File: src/crc_generate_and_check_assert.svh
`ifndef CRC_GENERATE_AND_CHECK_ASSERT_SVH
`define CRC_GENERATE_AND_CHECK_ASSERT_SVH

// Property that must hold at every clock edge outside reset.
`define CRCGC_ASSERT(lbl, prop, msg) \
  lbl: assert property (@(posedge clk_i) disable iff (!rst_ni) prop) else $error(msg);

// Condition that must never be seen at a clock edge outside reset.
`define CRCGC_NEVER(lbl, cond, msg) \
  lbl: assert property (@(posedge clk_i) disable iff (!rst_ni) !(cond)) else $error(msg);

`endif

File: src/crcgc_pkg.sv
package crcgc_pkg;

  localparam int MaxCheckBits = 16;
  localparam int CntW         = $clog2(MaxCheckBits + 1);
  localparam int GenW         = 17;
  localparam int GenLenW      = 5;
  localparam int CheckW       = 16;
  localparam int AddrW        = 4;
  localparam int DataW        = 32;
  localparam int QueueDepth   = 4;
  localparam int PtrW         = $clog2(QueueDepth);
  localparam int CountW       = $clog2(QueueDepth + 1);

  localparam logic [GenW-1:0]    GenReset    = GenW'(69665);
  localparam logic [GenLenW-1:0] GenLenReset = GenLenW'(17);

  typedef enum logic {
    ModeSender   = 1'b0,
    ModeReceiver = 1'b1
  } mode_e;

  typedef enum logic [1:0] {
    RegGenerator = 2'd0,
    RegGenLength = 2'd1,
    RegMode      = 2'd2
  } reg_idx_e;

  typedef struct packed {
    mode_e                   mode;
    logic                    data_bit;
    logic                    last;
    logic [MaxCheckBits-1:0] rem;
    logic [CntW-1:0]         n;
  } job_t;

  typedef struct packed {
    logic full;
    logic empty;
  } fifo_stat_t;

  function automatic logic [CntW-1:0] check_bits(logic [GenLenW-1:0] glen);
    int g;
    g = int'(glen);
    if (g < 2) begin
      g = 2;
    end
    if (g - 1 > MaxCheckBits) begin
      g = MaxCheckBits + 1;
    end
    return CntW'(g - 1);
  endfunction

endpackage

File: src/crcgc_fifo.sv
`include "crc_generate_and_check_assert.svh"

module crcgc_fifo (
  input  logic              clk_i,
  input  logic              rst_ni,
  input  logic              push_i,
  input  crcgc_pkg::job_t   wdata_i,
  input  logic              pop_i,
  output crcgc_pkg::job_t   rdata_o,
  output crcgc_pkg::fifo_stat_t stat_o
);
  import crcgc_pkg::*;

  job_t              mem_q [QueueDepth];
  logic [PtrW-1:0]   wr_ptr_q, wr_ptr_d;
  logic [PtrW-1:0]   rd_ptr_q, rd_ptr_d;
  logic [CountW-1:0] count_q, count_d;

  always_comb begin
    wr_ptr_d = wr_ptr_q;
    rd_ptr_d = rd_ptr_q;
    count_d  = count_q;
    if (push_i) begin
      wr_ptr_d = (wr_ptr_q == PtrW'(QueueDepth - 1)) ? '0 : wr_ptr_q + 1'b1;
    end
    if (pop_i) begin
      rd_ptr_d = (rd_ptr_q == PtrW'(QueueDepth - 1)) ? '0 : rd_ptr_q + 1'b1;
    end
    if (push_i && !pop_i) begin
      count_d = count_q + 1'b1;
    end else if (pop_i && !push_i) begin
      count_d = count_q - 1'b1;
    end
  end

  always_ff @(posedge clk_i or negedge rst_ni) begin
    if (!rst_ni) begin
      wr_ptr_q <= '0;
      rd_ptr_q <= '0;
      count_q  <= '0;
    end else begin
      wr_ptr_q <= wr_ptr_d;
      rd_ptr_q <= rd_ptr_d;
      count_q  <= count_d;
    end
  end

  always_ff @(posedge clk_i) begin
    if (push_i) begin
      mem_q[wr_ptr_q] <= wdata_i;
    end
  end

  assign rdata_o      = mem_q[rd_ptr_q];
  assign stat_o.full  = (count_q == CountW'(QueueDepth));
  assign stat_o.empty = (count_q == '0);

  `CRCGC_NEVER(fifo_overflow_a, push_i && (count_q == CountW'(QueueDepth)), "queue overflow")
  `CRCGC_NEVER(fifo_underflow_a, pop_i && (count_q == '0), "queue underflow")
  `CRCGC_ASSERT(fifo_count_a, push_i && !pop_i |=> count_q == $past(count_q) + 1'b1, "queue count")

endmodule

File: src/crcgc_front.sv
module crcgc_front (
  input  logic                           clk_i,
  input  logic                           rst_ni,
  input  logic                           psel,
  input  logic                           penable,
  input  logic                           pwrite,
  input  logic [crcgc_pkg::AddrW-1:0]    paddr,
  input  logic [crcgc_pkg::DataW-1:0]    pwdata,
  output logic [crcgc_pkg::DataW-1:0]    prdata,
  input  logic                           in_valid_i,
  output logic                           in_stall_o,
  input  logic                           data_bit_i,
  input  logic                           frame_end_i,
  input  crcgc_pkg::fifo_stat_t          stat_i,
  output logic                           push_o,
  output crcgc_pkg::job_t                job_o
);
  import crcgc_pkg::*;

  logic [GenW-1:0]         gen_q;
  logic [GenLenW-1:0]      glen_q;
  mode_e                   mode_q;
  logic [MaxCheckBits-1:0] rem_q, rem_d;

  logic [CntW-1:0]         n;
  logic [MaxCheckBits-1:0] mask, msb, gen_m, rem_m, rem_next;
  logic                    top, fb, accept, wr_en;

  assign wr_en = psel && penable && pwrite;

  always_ff @(posedge clk_i or negedge rst_ni) begin
    if (!rst_ni) begin
      gen_q  <= GenReset;
      glen_q <= GenLenReset;
      mode_q <= ModeSender;
    end else if (wr_en) begin
      case (reg_idx_e'(paddr[3:2]))
        RegGenerator: gen_q  <= pwdata[GenW-1:0];
        RegGenLength: glen_q <= pwdata[GenLenW-1:0];
        RegMode:      mode_q <= mode_e'(pwdata[0]);
        default: ;
      endcase
    end
  end

  always_comb begin
    case (reg_idx_e'(paddr[3:2]))
      RegGenerator: prdata = DataW'(gen_q);
      RegGenLength: prdata = DataW'(glen_q);
      RegMode:      prdata = DataW'(mode_q);
      default:      prdata = '0;
    endcase
  end

  always_comb begin
    n = check_bits(glen_q);
    for (int i = 0; i < MaxCheckBits; i++) begin
      mask[i] = (i < int'(n));
      msb[i]  = (i == int'(n) - 1);
    end
    gen_m = MaxCheckBits'(gen_q) & mask;
    rem_m = rem_q & mask;
    top   = |(rem_m & msb);
    fb    = data_bit_i ^ top;
    if (mode_q == ModeSender) begin
      rem_next = ((rem_m << 1) & mask) ^ (fb ? gen_m : '0);
    end else begin
      rem_next = (((rem_m << 1) | MaxCheckBits'(data_bit_i)) & mask) ^ (top ? gen_m : '0);
    end
  end

  assign in_stall_o = stat_i.full;
  assign accept     = in_valid_i && !stat_i.full;
  assign push_o     = accept && ((mode_q == ModeSender) || frame_end_i);

  always_comb begin
    rem_d = rem_q;
    if (accept) begin
      rem_d = frame_end_i ? '0 : rem_next;
    end
  end

  always_ff @(posedge clk_i or negedge rst_ni) begin
    if (!rst_ni) begin
      rem_q <= '0;
    end else begin
      rem_q <= rem_d;
    end
  end

  assign job_o.mode     = mode_q;
  assign job_o.data_bit = data_bit_i;
  assign job_o.last     = frame_end_i;
  assign job_o.rem      = rem_next;
  assign job_o.n        = n;

endmodule

File: src/crcgc_back.sv
module crcgc_back (
  input  logic                            clk_i,
  input  logic                            rst_ni,
  input  crcgc_pkg::job_t                 job_i,
  input  crcgc_pkg::fifo_stat_t           stat_i,
  output logic                            pop_o,
  output logic                            out_valid_o,
  input  logic                            out_stall_i,
  output logic                            code_bit_o,
  output logic [crcgc_pkg::CheckW-1:0]    check_value_o,
  output logic                            mismatch_o,
  output logic                            run_last_o
);
  import crcgc_pkg::*;

  logic                    out_valid_q, out_valid_d;
  logic                    code_q, code_d;
  logic [CheckW-1:0]       check_q, check_d;
  logic                    mis_q, mis_d;
  logic                    last_q, last_d;
  logic [CntW-1:0]         cnt_q, cnt_d;
  logic [MaxCheckBits-1:0] sel;
  logic                    load, take;

  assign load = !out_valid_q || !out_stall_i;
  assign take = load && !stat_i.empty;

  always_comb begin
    for (int i = 0; i < MaxCheckBits; i++) begin
      sel[i] = (i == int'(job_i.n) - int'(cnt_q));
    end
  end

  always_comb begin
    pop_o       = 1'b0;
    cnt_d       = cnt_q;
    out_valid_d = out_valid_q && out_stall_i;
    code_d      = code_q;
    check_d     = check_q;
    mis_d       = mis_q;
    last_d      = last_q;
    if (take) begin
      out_valid_d = 1'b1;
      if (job_i.mode == ModeReceiver) begin
        code_d  = 1'b0;
        check_d = CheckW'(job_i.rem);
        mis_d   = |job_i.rem;
        last_d  = 1'b1;
        pop_o   = 1'b1;
      end else if (cnt_q == '0) begin
        code_d  = job_i.data_bit;
        check_d = '0;
        mis_d   = 1'b0;
        last_d  = 1'b0;
        if (job_i.last) begin
          cnt_d = CntW'(1);
        end else begin
          pop_o = 1'b1;
        end
      end else begin
        code_d  = |(job_i.rem & sel);
        check_d = '0;
        mis_d   = 1'b0;
        last_d  = (cnt_q == job_i.n);
        if (cnt_q == job_i.n) begin
          pop_o = 1'b1;
          cnt_d = '0;
        end else begin
          cnt_d = cnt_q + 1'b1;
        end
      end
    end
  end

  always_ff @(posedge clk_i or negedge rst_ni) begin
    if (!rst_ni) begin
      out_valid_q <= 1'b0;
      cnt_q       <= '0;
    end else begin
      out_valid_q <= out_valid_d;
      cnt_q       <= cnt_d;
    end
  end

  always_ff @(posedge clk_i) begin
    code_q  <= code_d;
    check_q <= check_d;
    mis_q   <= mis_d;
    last_q  <= last_d;
  end

  assign out_valid_o   = out_valid_q;
  assign code_bit_o    = code_q;
  assign check_value_o = check_q;
  assign mismatch_o    = mis_q;
  assign run_last_o    = last_q;

endmodule

File: src/crc_generate_and_check.sv
// The first result of a bit passes through the queue and then the output register.
// Input: one bit per cycle unless the queue is full. Output: at most one result per cycle.
// The last bit of a sender frame holds the back end for the bit and then each check bit
// and stays in the four-entry queue, which takes three further bits before the input stalls.
// Reset clears the registers to their defaults, the remainder to zero and the queue to empty.
module crc_generate_and_check (
  input  logic                            clk_i,
  input  logic                            rst_ni,
  input  logic                            psel,
  input  logic                            penable,
  input  logic                            pwrite,
  input  logic [crcgc_pkg::AddrW-1:0]     paddr,
  input  logic [crcgc_pkg::DataW-1:0]     pwdata,
  output logic [crcgc_pkg::DataW-1:0]     prdata,
  output logic                            pready,
  input  logic                            in_valid_i,
  output logic                            in_stall_o,
  input  logic                            data_bit_i,
  input  logic                            frame_end_i,
  output logic                            out_valid_o,
  input  logic                            out_stall_i,
  output logic                            code_bit_o,
  output logic [crcgc_pkg::CheckW-1:0]    check_value_o,
  output logic                            mismatch_o,
  output logic                            run_last_o
);
  import crcgc_pkg::*;

  job_t       push_job, head_job;
  fifo_stat_t stat;
  logic       push, pop;

  assign pready = 1'b1;

  crcgc_front u_front (
    .clk_i       (clk_i),
    .rst_ni      (rst_ni),
    .psel        (psel),
    .penable     (penable),
    .pwrite      (pwrite),
    .paddr       (paddr),
    .pwdata      (pwdata),
    .prdata      (prdata),
    .in_valid_i  (in_valid_i),
    .in_stall_o  (in_stall_o),
    .data_bit_i  (data_bit_i),
    .frame_end_i (frame_end_i),
    .stat_i      (stat),
    .push_o      (push),
    .job_o       (push_job)
  );

  crcgc_fifo u_fifo (
    .clk_i   (clk_i),
    .rst_ni  (rst_ni),
    .push_i  (push),
    .wdata_i (push_job),
    .pop_i   (pop),
    .rdata_o (head_job),
    .stat_o  (stat)
  );

  crcgc_back u_back (
    .clk_i         (clk_i),
    .rst_ni        (rst_ni),
    .job_i         (head_job),
    .stat_i        (stat),
    .pop_o         (pop),
    .out_valid_o   (out_valid_o),
    .out_stall_i   (out_stall_i),
    .code_bit_o    (code_bit_o),
    .check_value_o (check_value_o),
    .mismatch_o    (mismatch_o),
    .run_last_o    (run_last_o)
  );

endmodule
File: config.mk
export PLATFORM = sky130hd
export DESIGN_NAME = crc_generate_and_check
export DESIGN_NICKNAME = d
export VERILOG_FILES = /design/src/crcgc_pkg.sv /design/src/crcgc_fifo.sv /design/src/crcgc_front.sv /design/src/crcgc_back.sv /design/src/crc_generate_and_check.sv
export VERILOG_INCLUDE_DIRS = /design/src /design/src/src
export SDC_FILE = /design/constraint.sdc
export NUM_CORES = 1
export LEC_CHECK = 0
export BUFFER_PORTS_ARGS = -buffer_cell sky130_fd_sc_hd__buf_2
export CAP_MARGIN = 20
export CORE_ASPECT_RATIO = 0.6
export CORE_MARGIN = 2
export CORE_UTILIZATION = 59
export DETAILED_ROUTE_END_ITERATION = 8
export PLACE_DENSITY = 0.81
export SLEW_MARGIN = 20
export SYNTH_ARGS = -nofsm -noshare
export SYNTH_HDL_FRONTEND = slang
export SYNTH_SLANG_ARGS = --single-unit
export TNS_END_PERCENT = 10
File: constraint.sdc
create_clock -name clk_i -period 6 [get_ports clk_i]
set_input_delay 1.5 -clock clk_i [delete_from_list [all_inputs] [get_ports clk_i]]
set_output_delay 1.5 -clock clk_i [all_outputs]
set_load 0.1 [all_outputs]
# [After elaboration in Yosys (flattened, before gate mapping)]
# Memory sizes are Yosys's and may differ from the RTL's.
# Cells that the tools add are included.
[op_classes] reduce_logical=29 order_cmp=18 mux=24 n_eq_ne=37 add_sub_neg=9 n_bitwise=12
[ops] operator="5-bit by 32-bit equality test with 1-bit output (first input constant)" count=16
[ops] operator="4-bit by 32-bit equality test with 1-bit output (first input constant)" count=8
[ops] operator="3-bit by 32-bit equality test with 1-bit output (first input constant)" count=4
[ops] operator="16-bit AND" count=6
[ops] operator="2-bit by 32-bit equality test with 1-bit output (first input constant)" count=2
[ops] operator="32-bit logical NOT" count=2
[ops] operator="16-bit two-way mux" count=4
[ops] operator="17-bit one-hot mux with 3 select lines" count=1
[ops] operator="16-bit OR reduction" count=3
[ops] operator="4-bit by 5-bit less-than comparator with 1-bit output (first input constant)" count=8
[ops] operator="32-bit by 6-bit greater-than comparator with 1-bit output (second input constant)" count=1
[ops] operator="16-bit bitwise XOR" count=2
[ops] operator="5-bit two-way mux" count=5
[ops] operator="3-bit by 5-bit less-than comparator with 1-bit output (first input constant)" count=4
[ops] operator="16-bit by 1-bit bitwise OR with 16-bit output" count=1
[ops] operator="5-bit by 1-bit subtractor with 6-bit output (second input constant)" count=2
[ops] operator="1-bit by 5-bit less-than comparator with 1-bit output (first input constant)" count=2
[ops] operator="2-bit by 5-bit less-than comparator with 1-bit output (first input constant)" count=2
[ops] operator="1-bit two-way mux" count=10
[ops] operator="1-bit logical AND" count=8
[ops] operator="2-bit equality test (second input constant)" count=3
[ops] operator="1-bit logical NOT" count=6
[ops] operator="3-bit two-way mux" count=2
[ops] operator="2-bit AND reduction" count=3
[ops] operator="20 further kinds" count=24
[word_totals] reg_bits=71 memories=1 word_cells=143 out_inout_bits=54 ram_bits=96
[mem_list] memory="u_fifo.mem_q" words=4 word_bits=24 read_ports=1 rd_clocked_by_memory_dff=0 wr=1 line_no="crcgc_fifo.sv:14" source="job_t mem_q [QueueDepth];"

# [Depth between registers and ports, before layout]
# Gate-level depths: netlist of the first run.
[depth] depth_word=15 mapped_depth=17 depth_no_buf=14

# [Modules after synthesis]
# From an unflattened synthesis of the first run, not the netlist that was laid out.
[unflattened] cells_unflattened=713 area_unflattened_um2=9132.5
[modules_own_cells] mod="crcgc_fifo" area_per_inst_um2=3923.8 n_inst=1 cells_each=163
[modules_own_cells] mod="crcgc_front" area_per_inst_um2=3759.9 n_inst=1 cells_each=428
[modules_own_cells] mod="crcgc_back" area_per_inst_um2=1437.6 n_inst=1 cells_each=120
[modules_own_cells] mod="crc_generate_and_check" area_per_inst_um2=11.3 n_inst=1 cells_each=2

# [Worst setup path before layout of the first run]
# OpenSTA, ideal clock, no wires.
[synth_timing] path_type="input to output" startpoint="in paddr[2] (netlist name)" endpoint="out prdata[0] (netlist name)" path_buffers=1 arrival_ns=4.066 path_slack_ns=0.434 required_time_ns=4.500 path_stages=3 cell_sequence="clkbuf_1 -> mux2i_1 -> o21ai_0"
[synth_between] elab_chain_cells=2
[synth_rtl] element="start: declaration" line_no="crc_generate_and_check.sv:12" source="input logic [crcgc_pkg::AddrW-1:0] paddr,"
[synth_rtl] element="2-bit equality test (tied with other cells)" line_no="crcgc_front.sv:47" source="case (reg_idx_e'(paddr[3:2]))"
[synth_rtl] element="17-bit one-hot mux with 3 select lines *" line_no="crcgc_front.sv:47"
[synth_rtl] element="end: declaration" line_no="crc_generate_and_check.sv:14" source="output logic [crcgc_pkg::DataW-1:0] prdata,"
# Every way passes the cells marked *; elsewhere a longest branch is shown, timed or not.

==> metrics, run 1 <==
Mapped Area 8290 µm²; Root Buffer clkbuf_16; critical path's largest stage delay 570 ps; CP Launch Type flop; # H-tree levels 4; Top FF cell, synth edfxtp_1; worst-path fanout max 15; commonest non-fill, non-tap cell in the layout edfxtp_1; # DRC 0; first-pass GRT wire length 29100 µm; Syn Area/Cell 13.3 µm²; gpl congestion 0.941; slowest cell on the critical path nor2_1; postcts setup bufs 0; global-route usage over all layers 0.260; Ys Warns 0; Filler cells 942; TritonCTS buffer count 17; FFs w/ async S/R, synth 0.311; clock latency on the worst-skew pair 430 ps; Max Cap Viol 0; final setup fails 0; Starting Density 0.605; status finished clean; die height 95.8 µm; fin crit period 5250 ps; Yosys cell types 75; maximum VDD drop 0.268 mV; Die W 157 µm; setup TNS 0 ps; Pre-Repair DR Iteration Count 6; initial DRC count 551; Slew Limit Headroom 0.340; CTS tree yes; flops & latches, synth 167; clk sinks 167; gr ovfl total 0; die area 15000 µm²; Via-to-Cell Ratio 6.09; Fin. Hold Viols 0; Largest delay share family, worst path compound AO/OA/AOI/OAI gates; Rows 33; commonest cells after routing, fill and taps aside edfxtp_1 (115), buf_2 (65), dfrtp_1 (46); layout cells sized above 1 0.262; worst-margin pin slew 988 ps; Final Skew 11.3 ps; CP Cell Sequence o41a_1 > a21oi_2 > ha_1 > xor2_1 > nor2_1 > nand3_1 > a21oi_1 > o211a_1 > o21bai_1 > mux2i_4 > o21ai_1 > xnor2_1 > a211oi_1; leakage power 3.68 nW; non-filler cells, final 897; wire per inst 20.6 µm; Routed WL 18500 µm; CTS Buffer Depth 2; vias in the first global route 5453; Fmax achieved 190 MHz; RSZ-0062 raised after global routing false; Post-Synthesis Cells 623; placed cells 865; R2R Setup Slk 750 ps; arrival time at the worst endpoint 5410 ps; Hold/Removal Path Class reg -> reg; Final Net Count 759; Power Dens Cells 627 nW/µm²; Reg clk slew, reported paths 70 ps; Pins Over Slew Limit 0; initial antenna violation count 0; largest net degree at the start of global routing 53; dpl hpwl 12900 µm; Core ar. 13700 µm²; critical path endpoint category flop; Area Overhead vs Synth 13.5%; # resized after CTS 0; Final ANT Viol Nets 0; IO Count 99; register area share after synthesis 0.574; Via Count 5459; Ant. Diodes 0; CTS Hold Bufs 0; CP Class reg -> reg; EDFF count, synth 115; Buffers on Ports 65; WP buf/inv 0; Final Cycle Share 0.875; Req. time, crit path 6150 ps
==> layer usage <==
layer / routed length, µm / track usage
met5: 0 / 0
met4: 252 / 0.0924
met3: 1710 / 0.0657
met2: 8460 / 0.398
met1: 8090 / 0.368
==> logic make-up after synthesis <==
family / share of synthesized area
other: 0.000906
adders and majority gates: 0.0350
muxes: 0.121
and+or+nand+nor: 0.105
AOI/OAI and AO/OA: 0.0996
buffers and inverters: 0.0389
DFF: 0.574
xor gates and xnor gates: 0.0254
==> metrics by stage <==
stage	setup WS (ps)	instance area, µm²	total power [mW]	hold WS (ps)	utilization
finish	748	9410	5.90	493	0.687
global route	572	9410	6.19	519	0.687
CTS	922	9410	5.89	498	0.687
detailed placement	978	8770	4.73	466	0.640
global placement	1080	8770	4.61	452	0.640
floorplan	434	8340	4.09	435	-
==> flip-flops by register name, summed over array words and instances (netlist names), 2 cells and up <==
register	cells
u_front.gen_q	17
u_front.glen_q	5
u_fifo.wr_ptr_q	2
u_front.rem_q	16
u_fifo.rd_ptr_q	2
u_fifo.count_q	3
u_back.cnt_q	5
u_fifo.mem_q	96
u_back.check_value_o	16
==> final cells by class <==
class                   instances  area, µm²  share of cell area
well taps                     192        240              0.0255
inverters                      24       90.1             0.00957
repair buffers                 77        415              0.0441
clock inverters                15        213              0.0226
clock buffers                  17        425              0.0452
multi-input cells             405       3270               0.347
flip-flops and latches        167       4760               0.506
==> where the power goes <==
group / switching (mW) / internal, mW
Clock: 0.533 / 0.608
Combinational: 1.95 / 0.905
Sequential: 0.184 / 1.72
Total: 2.67 / 3.23
==> Yosys cell counts, types with 4 or more instances <==
| library cell | instances | share of area |
|---|---|---|
| edfxtp_1 | 115 | 0.42 |
| dfrtp_1 | 46 | 0.14 |
| nand2_1 | 45 | 0.020 |
| and2_1 | 40 | 0.030 |
| nor2_1 | 32 | 0.014 |
| mux4_2 | 27 | 0.073 |
| mux2_2 | 23 | 0.031 |
| inv_1 | 21 | 0.0095 |
| ha_1 | 20 | 0.030 |
| o21ai_1 | 19 | 0.011 |
| o21ai_0 | 18 | 0.011 |
| buf_4 | 17 | 0.015 |
| xnor2_1 | 17 | 0.018 |
| clkbuf_1 | 15 | 0.0068 |
| a21oi_1 | 12 | 0.0072 |
| mux2i_1 | 8 | 0.0097 |
| nand3_1 | 8 | 0.0048 |
| a32o_1 | 7 | 0.0085 |
| nor2b_1 | 7 | 0.0053 |
| nor3_1 | 7 | 0.0042 |
| xor2_1 | 7 | 0.0074 |
| buf_2 | 6 | 0.0036 |
| dfstp_2 | 6 | 0.019 |
| o31ai_1 | 6 | 0.0054 |
| o41ai_1 | 6 | 0.0063 |
| a221oi_1 | 4 | 0.0042 |
| nand2b_1 | 4 | 0.0030 |
| nor3b_1 | 4 | 0.0036 |
| nor4_1 | 4 | 0.0030 |
| o211ai_1 | 4 | 0.0036 |
==> path summary, 6_finish.rpt <==
check / endpoint / depth (start not counted) / from
worst max register to register: u_fifo.mem_q[0][14] / 13 / u_front.glen_q[3]
worst max-delay path: u_fifo.mem_q[0][14] / 13 / u_front.glen_q[3]
worst min register to register: u_fifo.count_q[2] / 1 / u_fifo.count_q[2]
max in group asynchronous: u_fifo.rd_ptr_q[1] / 2 / rst_ni
min in group asynchronous: u_front.gen_q[8] / 2 / rst_ni
worst min-delay path: u_fifo.count_q[2] / 1 / u_fifo.count_q[2]
(Power assumes the default switching activity.)
==> inputs of run 2 (changes only) <==
--- a/config.mk
+++ b/config.mk
@@ -6,13 +6,14 @@
 export SDC_FILE = /design/constraint.sdc
 export NUM_CORES = 1
 export LEC_CHECK = 0
+export ABC_AREA = 1
 export BUFFER_PORTS_ARGS = -buffer_cell sky130_fd_sc_hd__buf_2
 export CAP_MARGIN = 20
 export CORE_ASPECT_RATIO = 0.6
 export CORE_MARGIN = 2
 export CORE_UTILIZATION = 59
 export DETAILED_ROUTE_END_ITERATION = 8
-export PLACE_DENSITY = 0.81
+export PLACE_DENSITY = 0.8
 export SLEW_MARGIN = 20
 export SYNTH_ARGS = -nofsm -noshare
 export SYNTH_HDL_FRONTEND = slang
==> run 2 against run 1 <==
Compared with the run above:
- flip-flop and latch count did not move
- power fell by 0.83%
- via count rose by 30%
- die area rose by 4.8%
- highest routed layer unchanged
==> metrics, run 2 <==
status finished clean (unchanged); Reg clk slew, reported paths 70 ps (about the same); commonest cells after routing, fill and taps aside nand2_1 (233), edfxtp_1 (115), nand3_1 (108) (was edfxtp_1 (115), buf_2 (65), dfrtp_1 (46)); max reg flops 96 (unchanged); first-pass GRT wire length 33400 µm (was 29100 µm); CP Cell Sequence buf_2 > nor2_1 > inv_1 > o22ai_1 > buf_2 (was o41a_1 > a21oi_2 > ha_1 > xor2_1 > nor2_1 > nand3_1 > a21oi_1 > o211a_1 > o21bai_1 > mux2i_4 > o21ai_1 > xnor2_1 > a211oi_1); arrival time at the worst endpoint 2920 ps (was 5410 ps); Req. time, crit path 4500 ps (was 6150 ps); Cell Area, Placed 9130 µm² (was 8770 µm²); CP Class in -> out (was reg -> reg); critical path endpoint category output pin (was flop); WHS Path Cells 2 (was 1); synth cell count leaders nand2_1 (233), edfxtp_1 (115), nand3_1 (108), inv_1 (103), nor2_1 (102) (was edfxtp_1 (115), dfrtp_1 (46), nand2_1 (45), and2_1 (40), nor2_1 (32)); CP Launch Type primary input (was flop); FFs w/ async S/R, synth 0.311 (unchanged); Fmax achieved 226 MHz (was 190 MHz); Yosys cell types 48 (was 75); layout cells sized above 1 0.143 (was 0.262); Fin. Hold Viols 0 (unchanged); critical path's largest stage delay 450 ps (was 570 ps); commonest non-fill, non-tap cell in the layout nand2_1 (was edfxtp_1); TritonCTS buffer count 17 (unchanged); Area Overhead vs Synth 12.2% (was 13.5%); Syn Area/Cell 8.97 µm² (was 13.3 µm²); Worst R2R Path Depth 20 (was 13); Mapped Area 8700 µm² (was 8290 µm²); Final ANT Viol Nets 0 (unchanged); worst-margin pin slew 842 ps (was 988 ps); Pre-Repair DR Iteration Count 6 (unchanged); non-filler cells, final 1242 (was 897); Buffers on Ports 65 (unchanged); wire per inst 16.8 µm (was 20.6 µm); # resized after CTS 0 (unchanged); maximum VDD drop 0.392 mV (was 0.268 mV); largest net degree at the start of global routing 53 (unchanged); placed cells 1209 (was 865); Via-to-Cell Ratio 5.74 (was 6.09); EDFF count, synth 115 (unchanged); postcts setup bufs 0 (unchanged); Most common cell on crit path buf_2; Die W 161 µm (was 157 µm); Max Cap Viol 0 (unchanged); CTS Hold Bufs 0 (unchanged); Final Net Count 1098 (was 759); leakage power 4.51 nW (was 3.68 nW); initial DRC count 814 (was 551); worst-path fanout max 13 (was 15); IO Count 99 (unchanged); slowest cell on the critical path buf_2 (was nor2_1); Power Dens Cells 600 nW/µm² (was 627 nW/µm²); Reg2Reg Capture Point u_fifo.mem_q[3][15] (was u_fifo.mem_q[0][14]); Hold EP u_front.rem_q[6] (was u_fifo.count_q[2]); # DRC 0 (unchanged); Ys Warns 0 (unchanged); Pins Over Slew Limit 0 (unchanged); gr ovfl total 0 (unchanged); gpl congestion 0.966 (was 0.941); flops & latches, synth 167 (unchanged); Core ar. 14500 µm² (was 13700 µm²); CTS tree yes (unchanged); die area 15800 µm² (was 15000 µm²); area leader, netlist edfxtp_1 (unchanged); Root Buffer clkbuf_16 (unchanged); R2R Path Start u_front.glen_q[3] (unchanged); clock latency on the worst-skew pair 420 ps (was 430 ps); Largest Register u_fifo.mem_q (unchanged); Via Count 7123 (was 5459); Rows 34 (was 33); fin crit period 4420 ps (was 5250 ps); Post-Synthesis Cells 970 (was 623); most numerous cell in the Yosys netlist nand2_1 (was edfxtp_1); # H-tree levels 4 (unchanged); Final Cycle Share 0.737 (was 0.875); vias in the first global route 6501 (was 5453); Ant. Diodes 0 (unchanged); Final Skew 14.9 ps (was 11.3 ps); RSZ-0062 raised after global routing false (unchanged); Top FF cell, synth edfxtp_1 (unchanged); Hold/Removal Path Class reg -> reg (unchanged); Routed WL 20900 µm (was 18500 µm); setup TNS 0 ps (unchanged); clk sinks 167 (unchanged); final setup fails 0 (unchanged); top cell type's share of synthesized area 0.397 (was 0.417); dpl hpwl 14200 µm (was 12900 µm); design area 9760 µm² (was 9410 µm²); ranking of synthesized cells by area edfxtp_1 (40%), dfrtp_1 (13%), nand2_1 (10%) (was edfxtp_1 (42%), dfrtp_1 (14%), mux4_2 (7.3%)); top flop regs u_fifo.mem_q: 96 flops, u_front.gen_q: 17 flops (unchanged); R2R Setup Slk 1740 ps (was 750 ps); Slew Limit Headroom 0.438 (was 0.340); global-route usage over all layers 0.272 (was 0.260); hold path start u_front.rem_q[6] (was u_fifo.count_q[2]); die height 98.0 µm (was 95.8 µm); initial antenna violation count 0 (unchanged); CTS Buffer Depth 2 (unchanged); Starting Density 0.601 (was 0.605); register area share after synthesis 0.548 (was 0.574)
==> run 2: area by class of cell <==
type	count	area (µm²)
clock inverters	15	175
flip-flops and latches	167	4760
multi-input cells	659	3310
inverters	110	415
repair buffers	76	428
fillers	1116	4700
well taps	198	248
clock buffers	17	425
==> run 2: how the worst max path moves through the flow <==
stage                        start        end  cells past startpoint
final                     paddr[3]  prdata[4]                      5
after global routing      paddr[3]  prdata[4]                      5
after global placement    paddr[3]  prdata[4]                      5
after floorplan           paddr[2]  prdata[1]                      4
after CTS                 paddr[3]  prdata[4]                      5
after detailed placement  paddr[3]  prdata[4]                      5
==> run 2: cells by family after synthesis <==
group | share of synthesized area
compound gates | 0.0859
simple gates | 0.246
xor+xnor | 0.00504
buf+inv | 0.0797
fa+ha+maj | 0.0334
other cells | 0.000864
flops | 0.548
mux | 0.00129
==> run 2: critical path: cells and delay by family <==
family,cells,cell delay [ps]
AO/OA/AOI/OAI,1,230
buffers and inverters,3,880
AND/OR/NAND/NOR,1,310
==> run 2: stage by stage <==
step	power, mW	worst slack (ps)	utilization	hold slack, ps
2_1_floorplan	4.05	598	-	449
3_3_place_gp	4.62	1630	0.631	468
3_5_place_dp	4.69	1590	0.631	469
4_1_cts	5.81	1590	0.673	488
5_1_grt	6.18	1400	0.675	518
6_report	5.86	1580	0.675	484
==> run 2: power by group <==
group          switching, mW  leakage (nW)  internal [mW]  total (mW)
clock                  0.523         0.291          0.565        1.09
combinational           2.25          2.51          0.695        2.94
sequential             0.148          1.71           1.68        1.82
total                   2.92          4.51           2.94        5.86
==> run 2: routing by layer <==
layer	up-vias	track usage	wire length, µm	share of wire
met3	33	0.0607	2280	0.11
met1	3330	0.400	9170	0.44
li1	3350	-	-	-
met5	-	0	0	0
met2	410	0.408	9150	0.44
met4	0	0.0810	309	0.015
==> inputs of run 3 (changes only) <==
--- a/config.mk
+++ b/config.mk
@@ -6,14 +6,14 @@
 export SDC_FILE = /design/constraint.sdc
 export NUM_CORES = 1
 export LEC_CHECK = 0
-export ABC_AREA = 1
+export ABC_AREA = 0
 export BUFFER_PORTS_ARGS = -buffer_cell sky130_fd_sc_hd__buf_2
 export CAP_MARGIN = 20
 export CORE_ASPECT_RATIO = 0.6
 export CORE_MARGIN = 2
 export CORE_UTILIZATION = 59
 export DETAILED_ROUTE_END_ITERATION = 8
-export PLACE_DENSITY = 0.8
+export PLACE_DENSITY = 0.81
 export SLEW_MARGIN = 20
 export SYNTH_ARGS = -nofsm -noshare
 export SYNTH_HDL_FRONTEND = slang
==> constraint.sdc (replaced) <==
create_clock -name clk_i -period 4.4 [get_ports clk_i]
set_input_delay 1.1 -clock clk_i [delete_from_list [all_inputs] [get_ports clk_i]]
set_output_delay 1.1 -clock clk_i [all_outputs]
set_load 0.1 [all_outputs]
==> run 3 against run 2 <==
Compared with the run above:
- clock-buffer cell count increased by 1
- setup slack worse by 1500 ps
- core utilization rose by 3.4 points
- flip-flop and latch count did not move
- sequential share of layout area increased by 0.26 points
- die area down 4.5%
- global-route usage grew 0.47 points
- critical path depth increased by 11
- routed wire length is 4.7% lower
- power up 43%
- via count shrank 18%
- largest power group unchanged
==> metrics, run 3 (synthesized netlist as in run 1, its figures left out) <==
Reg clk slew, reported paths 70 ps (about the same); global-route usage over all layers 0.276 (was 0.272); critical path's largest stage delay 650 ps (was 450 ps); die area 15000 µm² (was 15800 µm²); Pins Over Slew Limit 0 (unchanged); IO Count 99 (unchanged); status finished clean (unchanged); CTS Buffer Depth 2 (unchanged); non-filler cells, final 928 (was 1242); leakage power 3.84 nW (was 4.51 nW); wire per inst 21.5 µm (was 16.8 µm); Ant. Diodes 0 (unchanged); CTS Hold Bufs 0 (unchanged); setup ws final 81.4 ps (was 1580 ps); Crit. path cell count 16 (was 5); Area Overhead vs Synth 17.2% (was 12.2%); Rows 33 (was 34); Fin. Hold Viols 0 (unchanged); max reg flops 96 (unchanged); maximum VDD drop 0.344 mV (was 0.392 mV); Largest Register u_fifo.mem_q (unchanged); # H-tree levels 4 (unchanged); placed cells 890 (was 1209); Hold/Removal Path Class reg -> reg (unchanged); layout cells sized above 1 0.311 (was 0.143); WHS Path Cells 1 (was 2); Core ar. 13700 µm² (was 14500 µm²); Via Count 5824 (was 7123); Multi-input gate area 3350 µm² (was 3310 µm²); Pre-Repair DR Iteration Count 5 (was 6); Fmax achieved 232 MHz; Worst R2R Path Depth 16 (was 20); Final Skew 15.5 ps (was 14.9 ps); worst-margin pin slew 994 ps (was 842 ps); Root Buffer clkbuf_16 (unchanged); CP Cell Sequence inv_1 > o21ai_2 > ha_2 > a21bo_1 > mux2i_1 > buf_4 > and2_4 > inv_2 > a41o_1 > a221oi_4 > mux2i_4 > mux2i_4 > buf_12 > o21ai_2 > xor2_1 > nor3_1 (was buf_2 > nor2_1 > inv_1 > o22ai_1 > buf_2); top flop regs u_fifo.mem_q: 96 flops, u_front.gen_q: 17 flops (unchanged); initial DRC count 606 (was 814); Slew Limit Headroom 0.336 (was 0.438); CP Class reg -> reg (was in -> out); R2R Path Start u_front.glen_q[4] (was u_front.glen_q[3]); Buffers on Ports 65 (unchanged); # DRC 0 (unchanged); Reg2Reg Capture Point u_fifo.mem_q[1][16] (was u_fifo.mem_q[3][15]); Final ANT Viol Nets 0 (unchanged); first-pass GRT wire length 30600 µm (was 33400 µm); gpl congestion 1.02 (was 0.966); Req. time, crit path 4590 ps (was 4500 ps); arrival time at the worst endpoint 4500 ps (was 2920 ps); Die W 157 µm (was 161 µm); RSZ-0062 raised after global routing true (was false); TritonCTS buffer count 17 (unchanged); initial antenna violation count 0 (unchanged); Final Net Count 790 (was 1098); vias in the first global route 5733 (was 6501); Power Dens Cells 860 nW/µm² (was 600 nW/µm²); Starting Density 0.605 (was 0.601); WP buf/inv 4 (was 3); Max Cap Viol 0 (unchanged); commonest cells after routing, fill and taps aside edfxtp_1 (115), buf_2 (65), nand2_1 (45), dfrtp_1 (45) (was nand2_1 (233), edfxtp_1 (115), nand3_1 (108)); Routed WL 19900 µm (was 20900 µm); CP Launch Type flop (was primary input); die height 95.8 µm (was 98.0 µm); Via-to-Cell Ratio 6.28 (was 5.74); pre-CTS setup slack -262 ps (was 1590 ps); critical path endpoint category flop (was output pin); Util after Layout 0.708 (was 0.675); gr ovfl total 0 (unchanged); worst-path fanout max 11 (was 13); slowest cell on the critical path dfstp_2 (was buf_2); CTS tree yes (unchanged); Largest delay share family, worst path compound AO/OA/AOI/OAI gates (was buffers and inverters); hold path start u_fifo.count_q[2] (was u_front.rem_q[6]); R2R Setup Slk 80 ps (was 1740 ps); Final Cycle Share 0.981; dpl hpwl 13200 µm (was 14200 µm); commonest non-fill, non-tap cell in the layout edfxtp_1 (was nand2_1); Hold EP u_fifo.count_q[2] (was u_front.rem_q[6]); clock latency on the worst-skew pair 440 ps (was 420 ps); total power 8.36 mW (was 5.86 mW); clk sinks 167 (unchanged); Filler cells 893 (was 1116); Storage cell area 4760 µm² (about the same); fin crit period 4320 ps; final setup fails 0 (unchanged); largest net degree at the start of global routing 33 (was 53)
==> run 3: changes by cell type in the layout (fill, tap and decap cells not counted), moves of 27 or more <==
| cell | delta |
|---|---|
| mux4_2 | +27 |
| inv_1 | -82 |
| a21oi_1 | -27 |
| and2_1 | +39 |
| nand2_1 | -188 |
| buf_4 | +30 |
| nand3_1 | -100 |
| o21ai_0 | -34 |
| nor2_1 | -66 |
==> run 3: final cells by class <==
type | instances | area share
flip-flops and latches | 167 | 0.490
multi-input cells | 405 | 0.345
repair buffers | 108 | 0.0706
clock buffers | 18 | 0.0442
well taps | 192 | 0.0247
clock inverters | 14 | 0.0157
inverters | 24 | 0.00928
==> run 3: through the flow <==
stage | TNS [ps] | hold WS [ps] | area (µm²)
finish | 0 | 505 | 9710
global route | -203 | 514 | 9710
CTS | 0 | 502 | 9600
detailed placement | -8390 | 482 | 8960
global placement | -582 | 453 | 8960
floorplan | 0 | 435 | 8340
==> run 3: timing repair <==
action | CTS | global route
buffers inserted | 2 | 4
setup endpoints to repair | 72 | 75
gates resized for setup | 3 | 14
pin swaps | 0 | 2
==> run 3: worst max-delay path by stage <==
| stage | endpoint | slack, ps | startpoint |
|---|---|---|---|
| floorplan | u_fifo.count_q[1] | 30 | u_fifo.count_q[0] |
| global placement | u_fifo.mem_q[0][14] | -80 | u_front.glen_q[2] |
| detailed placement | u_fifo.mem_q[2][16] | -260 | u_front.glen_q[2] |
| CTS | u_fifo.mem_q[1][20] | 0.9 | u_front.glen_q[3] |
| global route | u_fifo.mem_q[3][12] | -30 | u_front.glen_q[3] |
| finish | u_fifo.mem_q[1][16] | 80 | u_front.glen_q[4] |
==> run 3: power by group <==
part	internal (mW)	switching, mW
registers	2.35	0.264
logic	1.45	2.82
clock network	0.761	0.709
total	4.56	3.80
==> run 3: metal layers <==
metal | GRT usage | vias to the layer above | routed length (µm)
met5 | 0 | - | 0
met4 | 0.107 | 0 | 580
met3 | 0.0720 | 74 | 1990
met2 | 0.437 | 354 | 9330
met1 | 0.374 | 2884 | 8030
li1 | - | 2512 | -
